[src/nmf_pkg.sv]
// Shared types, character codes and packing for the NAVTEX message framer.
package nmf_pkg;

  localparam logic [7:0] CH_Z  = 8'h5A;
  localparam logic [7:0] CH_C  = 8'h43;
  localparam logic [7:0] CH_N  = 8'h4E;
  localparam logic [7:0] CH_SP = 8'h20;
  localparam logic [7:0] CH_CR = 8'h0D;
  localparam logic [7:0] CH_LF = 8'h0A;
  localparam logic [7:0] CH_0  = 8'h30;

  localparam int unsigned RES_BITS   = 35;
  localparam int unsigned TDATA_BITS = 40;

  typedef struct packed {
    logic       info_changed;
    logic       serial_valid;
    logic [6:0] serial_number;
    logic [7:0] subject_id;
    logic [7:0] station_id;
    logic       msg_complete;
    logic       msg_open;
    logic [7:0] char_echo;
  } result_t;

  function automatic logic [TDATA_BITS-1:0] pack_result(input result_t r);
    pack_result = {{(TDATA_BITS - RES_BITS){1'b0}}, r};
  endfunction

endpackage

[src/nmf_in_stage.sv]
// Input register stage: holds one accepted character until the framer takes it.
module nmf_in_stage
  import nmf_pkg::*;
(
  input  logic       clk,
  input  logic       rst,
  input  logic       s_tvalid,
  output logic       s_tready,
  input  logic [7:0] s_tdata,   // [7:0] char_in
  input  logic       take,
  output logic       held_valid,
  output logic [7:0] held_char
);

  assign s_tready = !held_valid || take;

  always_ff @(posedge clk) begin
    if (rst) begin
      held_valid <= 1'b0;
    end else if (s_tready) begin
      held_valid <= s_tvalid;
    end
  end

  always_ff @(posedge clk) begin
    if (s_tready && s_tvalid) begin
      held_char <= s_tdata;
    end
  end

endmodule

[src/nmf_state.sv]
// Message framing state and the per-character update that produces one result.
module nmf_state
  import nmf_pkg::*;
(
  input  logic       clk,
  input  logic       rst,
  input  logic       step,
  input  logic [7:0] char_in,
  output result_t    res
);

  // Only the three newest window bytes are kept; the oldest drops out on the shift.
  logic [7:0] recent [3];
  logic       inside_flag, inside_flag_next;
  logic       done_flag, done_flag_next;
  logic [7:0] station_reg, station_reg_next;
  logic [7:0] subject_reg, subject_reg_next;
  logic [6:0] serial_reg, serial_reg_next;
  logic       serial_ok, serial_ok_next;
  logic [2:0] header_count, header_count_next;
  logic [7:0] header_chars [3];

  logic       hdr_we;
  logic       win_zczc, win_nnnn, is_blank;
  logic [7:0] d1, d2;
  logic [6:0] serial_calc;

  assign win_zczc = (recent[0] == CH_Z) && (recent[1] == CH_C) &&
                    (recent[2] == CH_Z) && (char_in == CH_C);
  assign win_nnnn = (recent[0] == CH_N) && (recent[1] == CH_N) &&
                    (recent[2] == CH_N) && (char_in == CH_N);
  assign is_blank = (char_in == CH_SP) || (char_in == CH_CR) || (char_in == CH_LF);

  assign d1 = header_chars[2] - CH_0;
  assign d2 = char_in - CH_0;
  assign serial_calc = {d1[3:0], 3'b000} + {2'b00, d1[3:0], 1'b0} + {3'b000, d2[3:0]};

  always_comb begin
    inside_flag_next  = inside_flag;
    done_flag_next    = done_flag;
    station_reg_next  = station_reg;
    subject_reg_next  = subject_reg;
    serial_reg_next   = serial_reg;
    serial_ok_next    = serial_ok;
    header_count_next = header_count;
    hdr_we            = 1'b0;
    if (win_zczc) begin
      inside_flag_next  = 1'b1;
      done_flag_next    = 1'b0;
      station_reg_next  = '0;
      subject_reg_next  = '0;
      serial_reg_next   = '0;
      serial_ok_next    = 1'b0;
      header_count_next = '0;
    end else if (win_nnnn && inside_flag) begin
      done_flag_next   = 1'b1;
      inside_flag_next = 1'b0;
    end else if (inside_flag && (header_count < 3'd4) && !is_blank) begin
      if (header_count < 3'd3) begin
        hdr_we            = 1'b1;
        header_count_next = header_count + 3'd1;
      end else begin
        header_count_next = 3'd4;
        station_reg_next  = header_chars[0];
        subject_reg_next  = header_chars[1];
        if ((d1 <= 8'd9) && (d2 <= 8'd9)) begin
          serial_reg_next = serial_calc;
          serial_ok_next  = 1'b1;
        end
      end
    end

    res.char_echo     = char_in;
    res.msg_open      = inside_flag_next;
    res.msg_complete  = done_flag_next;
    res.station_id    = station_reg_next;
    res.subject_id    = subject_reg_next;
    res.serial_number = serial_reg_next;
    res.serial_valid  = serial_ok_next;
    res.info_changed  = (inside_flag_next != inside_flag) || (done_flag_next != done_flag) ||
                        (station_reg_next != station_reg) ||
                        (subject_reg_next != subject_reg) ||
                        (serial_reg_next != serial_reg) || (serial_ok_next != serial_ok);
  end

  always_ff @(posedge clk) begin
    if (rst) begin
      recent[0]    <= '0;
      recent[1]    <= '0;
      recent[2]    <= '0;
      inside_flag  <= 1'b0;
      done_flag    <= 1'b0;
      station_reg  <= '0;
      subject_reg  <= '0;
      serial_reg   <= '0;
      serial_ok    <= 1'b0;
      header_count <= '0;
    end else if (step) begin
      recent[0]    <= recent[1];
      recent[1]    <= recent[2];
      recent[2]    <= char_in;
      inside_flag  <= inside_flag_next;
      done_flag    <= done_flag_next;
      station_reg  <= station_reg_next;
      subject_reg  <= subject_reg_next;
      serial_reg   <= serial_reg_next;
      serial_ok    <= serial_ok_next;
      header_count <= header_count_next;
    end
  end

  // Header bytes are read only after being written in the same message.
  always_ff @(posedge clk) begin
    if (step && hdr_we) begin
      header_chars[header_count[1:0]] <= char_in;
    end
  end

endmodule

[src/navtex_message_framer_unit.sv]
// NAVTEX message framer: one request in, one result out, one character per clock.
// Each character request gives exactly one result request carrying the echoed
// character, the ZCZC/NNNN message state, the captured header and a change flag.
// The block sustains one character per cycle while the downstream side is ready.
// An accepted character request passes through the input register, then the result
// register, before its result is presented. The framing state is a single
// register loop updated as a character moves from the input register into the
// result register. While a finished result waits for the downstream side, the
// input register can take one more character; after that the input side stalls
// until the result is taken.
module navtex_message_framer_unit
  import nmf_pkg::*;
(
  input  logic                  clk,
  input  logic                  rst,
  input  logic                  s_tvalid,
  output logic                  s_tready,
  input  logic [7:0]            s_tdata,  // [7:0] char_in
  output logic                  m_tvalid,
  input  logic                  m_tready,
  // [7:0] char_echo, [8] msg_open, [9] msg_complete, [17:10] station_id,
  // [25:18] subject_id, [32:26] serial_number, [33] serial_valid,
  // [34] info_changed, [39:35] zero
  output logic [TDATA_BITS-1:0] m_tdata
);

  logic       held_valid;
  logic [7:0] held_char;
  logic       advance;
  result_t    res;

  assign advance = held_valid && (!m_tvalid || m_tready);

  nmf_in_stage u_in_stage (
    .clk        (clk),
    .rst        (rst),
    .s_tvalid   (s_tvalid),
    .s_tready   (s_tready),
    .s_tdata    (s_tdata),
    .take       (advance),
    .held_valid (held_valid),
    .held_char  (held_char)
  );

  nmf_state u_state (
    .clk     (clk),
    .rst     (rst),
    .step    (advance),
    .char_in (held_char),
    .res     (res)
  );

  always_ff @(posedge clk) begin
    if (rst) begin
      m_tvalid <= 1'b0;
    end else if (!m_tvalid || m_tready) begin
      m_tvalid <= held_valid;
    end
  end

  always_ff @(posedge clk) begin
    if (advance) begin
      m_tdata <= pack_result(res);
    end
  end

endmodule

[config.mk]
export PLATFORM = sky130hd
export DESIGN_NAME = navtex_message_framer_unit
export DESIGN_NICKNAME = d
export VERILOG_FILES = /design/src/nmf_pkg.sv /design/src/nmf_in_stage.sv /design/src/nmf_state.sv /design/src/navtex_message_framer_unit.sv
export SDC_FILE = /design/constraint.sdc
export NUM_CORES = 1
export LEC_CHECK = 0
export ABC_CLOCK_PERIOD_IN_PS = 2750
export BUFFER_PORTS_ARGS = -buffer_cell sky130_fd_sc_hd__buf_4
export CORE_ASPECT_RATIO = 1.2
export CORE_MARGIN = 1.5
export CORE_UTILIZATION = 55
export CTS_BUF_LIST = sky130_fd_sc_hd__clkbuf_4
export DETAILED_ROUTE_END_ITERATION = 6
export GPL_TIMING_DRIVEN = 0
export MAX_ROUTING_LAYER = met4
export PLACE_DENSITY = 0.84
export SETUP_SLACK_MARGIN = 0.1
export SYNTH_ARGS = -nofsm -noshare
export SYNTH_HDL_FRONTEND = slang
export SYNTH_SLANG_ARGS = --single-unit
export TNS_END_PERCENT = 50
[constraint.sdc]
create_clock -name clk -period 2.75 [get_ports clk]
set_input_delay 0.1375 -clock clk [delete_from_list [all_inputs] [get_ports clk]]
set_output_delay 0.1375 -clock clk [all_outputs]
set_load 0.005 [all_outputs]
Yosys cells after proc, flatten, opt, wreduce, memory -nomap -nowiden:

Memory sizes are Yosys's and may differ from the RTL's.
Index checks and enable logic that the tools add are counted.

* equality and inequality tests: 18
* add/sub/neg operators: 5
* bitwise operators: 3
* $lt $le $gt $ge: 4
* reduce and logical (&&, ||, !) cells: 27
* mux-type cells: 40

Operators by type and width (number)
* 2-to-1 mux 8 bit: 11
* == test 8 x 7 -> 1 bit (second input constant): 8
* 2-to-1 mux 7 bit: 5
* 2-to-1 mux 1 bit: 20
* == test 8 x 4 -> 1 bit (second input constant): 2
* less-or-equal comparator 8 x 4 -> 1 bit (second input constant): 2
* inequality test 8 bit: 2
* subtractor 8 x 6 -> 8 bit (second input constant): 2
* logical AND 1 bit: 13
* 2-to-1 mux 3 bit: 4
* logical OR 1 bit: 9
* == test 8 x 6 -> 1 bit (second input constant): 1
* adder 7 x 4 -> 7 bit: 1
* adder 7 x 5 -> 7 bit: 1
* inequality test 7 bit: 1
* adder 3 x 1 -> 3 bit (second input constant): 1
* logical NOT 1 bit: 3
* less-than comparator 3 x 2 -> 1 bit (second input constant): 1
* less-than comparator 3 bit (second input constant): 1
* inequality test 1 bit: 3
* OR 1 bit: 3
* AND reduction 3 bit: 1
* inequality test 2 x 1 -> 1 bit (second input constant): 1
* nonzero test 2 bit: 1

* flip-flop bits (word level): 74
* memories: 2
* RAM bits: 48

Memories
* u_state.header_chars: words 3, width 8, read ports 3, clocked after memory_dff 0, wr ports 1, line nmf_state.sv:21 `logic [7:0] header_chars [3];`
* u_state.recent: words 3, width 8, read ports 3, clocked after memory_dff 0, wr ports 3, line nmf_state.sv:13 `logic [7:0] recent [3];`

Depth between registers and ports, before layout:

An unclocked memory read counts as a cell.

* depth after elaboration: 14
* depth in mapped cells: 10
* gate-level depth less buffers: 10

Hierarchy:

From an unflattened synthesis, not the netlist that was laid out.

* cells, all modules: 438
* area total of the unflattened synthesis: 5574.1 um^2

By module, submodules not included
* nmf_state: sequential area each 2021.9 um^2, area each 4131.5 um^2, cells an instance 379, instances 1
* navtex_message_framer_unit: sequential area each 1071.0 um^2, area each 1147.4 um^2, cells an instance 46, instances 1
* nmf_in_stage: sequential area each 260.2 um^2, area each 295.3 um^2, cells an instance 13, instances 1

Worst setup path before layout:

No wires, ideal clock.

* path kind: reg-to-reg
* start point: reg u_in_stage.held_char[3]
* end point: reg m_tdata[34] (data pin)
* data required time: 2483 ps
* stages on the path, launching flop included: 11
* library setup time: 267 ps
* arrival: 2593 ps
* setup slack: -110 ps
* period minus slack after synthesis: 2860 ps
* cell sequence: edfxtp_1 > inv_1 > fa_1 > inv_1 > fa_1 > a21o_1 > a21oi_1 > xnor2_1 > o2111ai_1 > o31ai_1 > nand4_1

RTL lines
* start, declared: line nmf_in_stage.sv:12 `output logic [7:0] held_char`
* start signal, assigned: line nmf_in_stage.sv:27 `held_char <= s_tdata;`
* end signal, assigned: line navtex_message_framer_unit.sv:63 `m_tdata <= pack_result(res);`
* end, declared: line navtex_message_framer_unit.sv:24 `output logic [TDATA_BITS-1:0] m_tdata`

==> impl_results.md <==
- Drt pass-1 iters: 5
- TritonCTS buffer count: 17
- Max Clock Freq: 357.8 MHz
- WP data required: 3.01 ns
- Vias/cell: 5.623
- CTS tree: done
- Remaining antenna violation count: 0
- Most common cell after layout, fill and taps aside: edfxtp_1
- Site Rows: 39
- Clock latency at the later pin of the worst-skew pair: 0.54 ns
- Critical path capture point type: flip-flop
- Vias in the first global route: 3767
- Met1 Wirelength: 5.141 mm
- HPWL Detailed: 8.264 mm
- Leakage: 2.541 nW
- Layout Nets: 577
- Seq/Total Area, Yosys: 60.95%
- Initial antenna violation count: 0
- Starting Density: 57.23%
- Placed insts: 621
- Tightest Pin Transition: 1.067 ns
- Final non-filler cell total: 687
- Antenna Cells: 0
- I/O Pins: 54
- Most frequent cells in the layout: 91 x edfxtp_1, 76 x buf_4, 44 x nor2_1
- Initial DRC Count: 281
- Clock Path Buffers: 2
- Largest net degree at the start of global routing: 42
- Die H: 112.6 µm
- Top_reg_cell synth: edfxtp_1
- Worst hold path type: in2reg
- Maximum VDD drop: 0.4130 mV
- Clk sinks: 122
- Relative slew margins: 28.88%
- Die area: 10610 µm²
- Reg power frac: 57.6%
- P_int: 2.772 mW
- Vias: 3863
- Failing checks: setup timing
- Die span in x: 94.30 µm
- WL met2: 6.426 mm
- Layout cells sized above 1: 25.71%
- Switch share: 22.37%
- Final hold vios: 0
- Tcrit/Tclk final: 101.6%
- Setup ws final: -0.04474 ns
- Met3 wire len: 613 µm
- Root buffer cell: clkbuf_4
- Slew Viols, Final: 0
- Max reg flops: 35
- Min cycle time layout: 2.795 ns
- RSZ-0062 raised after global routing: true
- WL per Instance: 18.22 µm
- Post-synth EDFFs: 91
- Max Cap Violations: 0
- CP Launch Type: flip-flop
- Combinational cell fraction of total power: 5.9%
- Avg Inst Size Synth: 12.34 µm²
- Setup-failing EPs final: 1
- Crit Path Max Fanout: 5
- Placer Congestion: 0.9278
- Area delta synth->final: 22.33%
- Setup WS pre-CTS: -0.3670 ns
- Top layer in use: met4
- Global-route wire length before repair: 19.43 mm
- Ys async rst share: 0%
- All-Layer GR Usage: 25.74%
- NetSw: 0.7986 mW
- Yosys warning count: 0
- Post-Route WL: 12.52 mm
- Detailed-route DRC error count: 0
- Status: finished with violations
- PwrDens: 530.5 nW/µm²
- CTS clk-pin slew, worst paths: 0.10 ns
- Post-Syn Instances: 446
- Post-synthesis register bit count: 122
- Unique masters post-synth: 52
- WP data arrival: 3.06 ns
- Htree depth: 4
- Final Skew: 0.02087 ns
- CORE AREA: 9613 µm²
- Crit Path Category: reg2reg
- Clock power frac: 36.5%
- # fillers: 687
- Biggest register: m_tdata
- Mapped Area: 5502 µm²
- Multi-input combinational cell area: 2024 µm²
- Grt total ovfl: 0
- Register area: 3353 µm²
- Port buffer count: 48
layer usage:
layer | track usage, % | vias to the layer above
met2 | 41.73 | 133
met1 | 30.95 | 1865
met5 | - | -
li1 | - | 1839
met4 | 11.24 | 0
met3 | 5.285 | 26
area by class of cell:
| cell class | count | area share, % |
|---|---|---|
| inverters | 26 | 1.450 |
| repair buffers | 83 | 9.723 |
| plain buffers | 24 | 2.268 |
| well taps | 123 | 2.287 |
| flip-flops and latches | 122 | 49.82 |
| multi-input cells | 278 | 30.08 |
| clock buffers | 19 | 2.119 |
| clock inverters | 12 | 2.249 |
Yosys cell counts, drive strengths merged (5+ instances only):
master | number | area, µm²
nor2 | 44 | 165.2
nand2b | 24 | 150.1
clkbuf | 11 | 41.29
o21ai | 7 | 35.03
o22ai | 5 | 31.28
nand2 | 22 | 82.58
nor4b | 5 | 43.79
a21oi | 16 | 80.08
dfxtp | 31 | 620.6
edfxtp | 91 | 2733
xor2 | 5 | 43.79
o32ai | 16 | 170.2
and2 | 28 | 175.2
mux2i | 22 | 220.2
nor4 | 9 | 71.32
o2bb2ai | 6 | 52.55
ha | 11 | 137.6
buf | 13 | 90.09
inv | 26 | 97.59
final timing paths:
path	from	endpoint	depth (start not counted)	slack, ns
setup / recovery	u_in_stage.held_char[3]$_DFFE_PP_	m_tdata[34]$_DFFE_PP_	10	-0.04
hold reg to reg	u_state.serial_reg[2]$_SDFFE_PP0P_	u_state.serial_reg[2]$_SDFFE_PP0P_	2	0.50
setup reg to reg	u_in_stage.held_char[3]$_DFFE_PP_	m_tdata[34]$_DFFE_PP_	10	-0.04
hold / removal	rst	u_state.recent[0][10]$_SDFFCE_PN0P_	3	0.14
power groups by stage:
| stage | combinational (mW) | sequential [mW] | clock, mW |
|---|---|---|---|
| 6_report | 0.210 | 2.06 | 1.30 |
| 5_1_grt | 0.227 | 2.06 | 1.40 |
| 3_3_place_gp | 0.155 | 2.11 | 0 |
| 4_1_cts | 0.196 | 2.06 | 1.32 |
| 3_5_place_dp | 0.159 | 2.11 | 0 |
| 2_1_floorplan | 0.0824 | 2.10 | 0 |
kinds of logic (layout without fill, tap and decap cells):
kind of cell | after synthesis | count (layout) | share of synthesized area, %
AO/OA/AOI/OAI | 67 | 67 | 9.325
multiplexers | 22 | 22 | 4.003
flip-flops | 122 | 122 | 60.95
AND/OR/NAND/NOR | 163 | 163 | 16.99
buffers and inverters | 50 | 164 | 4.162
adder cells (fa/ha/maj) | 13 | 13 | 3.229
XOR/XNOR | 8 | 8 | 1.274
other | 1 | 5 | 0.06816
worst max-delay path: stages, from the launching register on:
cell and delay, ns:
edfxtp_1 0.50, inv_2 0.07, fa_1 0.51, inv_2 0.05, fa_2 0.34, a21o_1 0.20, a21oi_4 0.17, xnor2_2 0.14
o2111ai_1 0.13, o31ai_1 0.26, nand4_1 0.15
what timing repair did:
| action | CTS | global route |
|---|---|---|
| buffers inserted | 11 | 13 |
| resized for setup | 10 | 20 |
| endpoints found under the hold margin | 10 | 0 |
| pin swaps | 9 | 8 |
| endpoints found under the setup margin | 64 | 62 |
| hold buffers | 11 | 0 |
per-stage QoR:
| step | power (mW) | cell area, µm² | utilization, % | hold WS (ns) | TNS, ns |
|---|---|---|---|---|---|
| finish | 3.571 | 6730 | 70.01 | 0.1380 | -0.04474 |
| detailed placement | 2.270 | 6037 | 62.80 | 0.3171 | -14.67 |
| global route | 3.689 | 6730 | 70.01 | 0.1282 | -0.1464 |
| floorplan | 2.181 | 5523 | - | 0.2364 | 0 |
| global placement | 2.263 | 6037 | 62.80 | 0.3158 | -12.35 |
| CTS | 3.571 | 6550 | 68.14 | 0.09519 | -0.1481 |
Note: power is estimated with default switching activity, not from simulation.
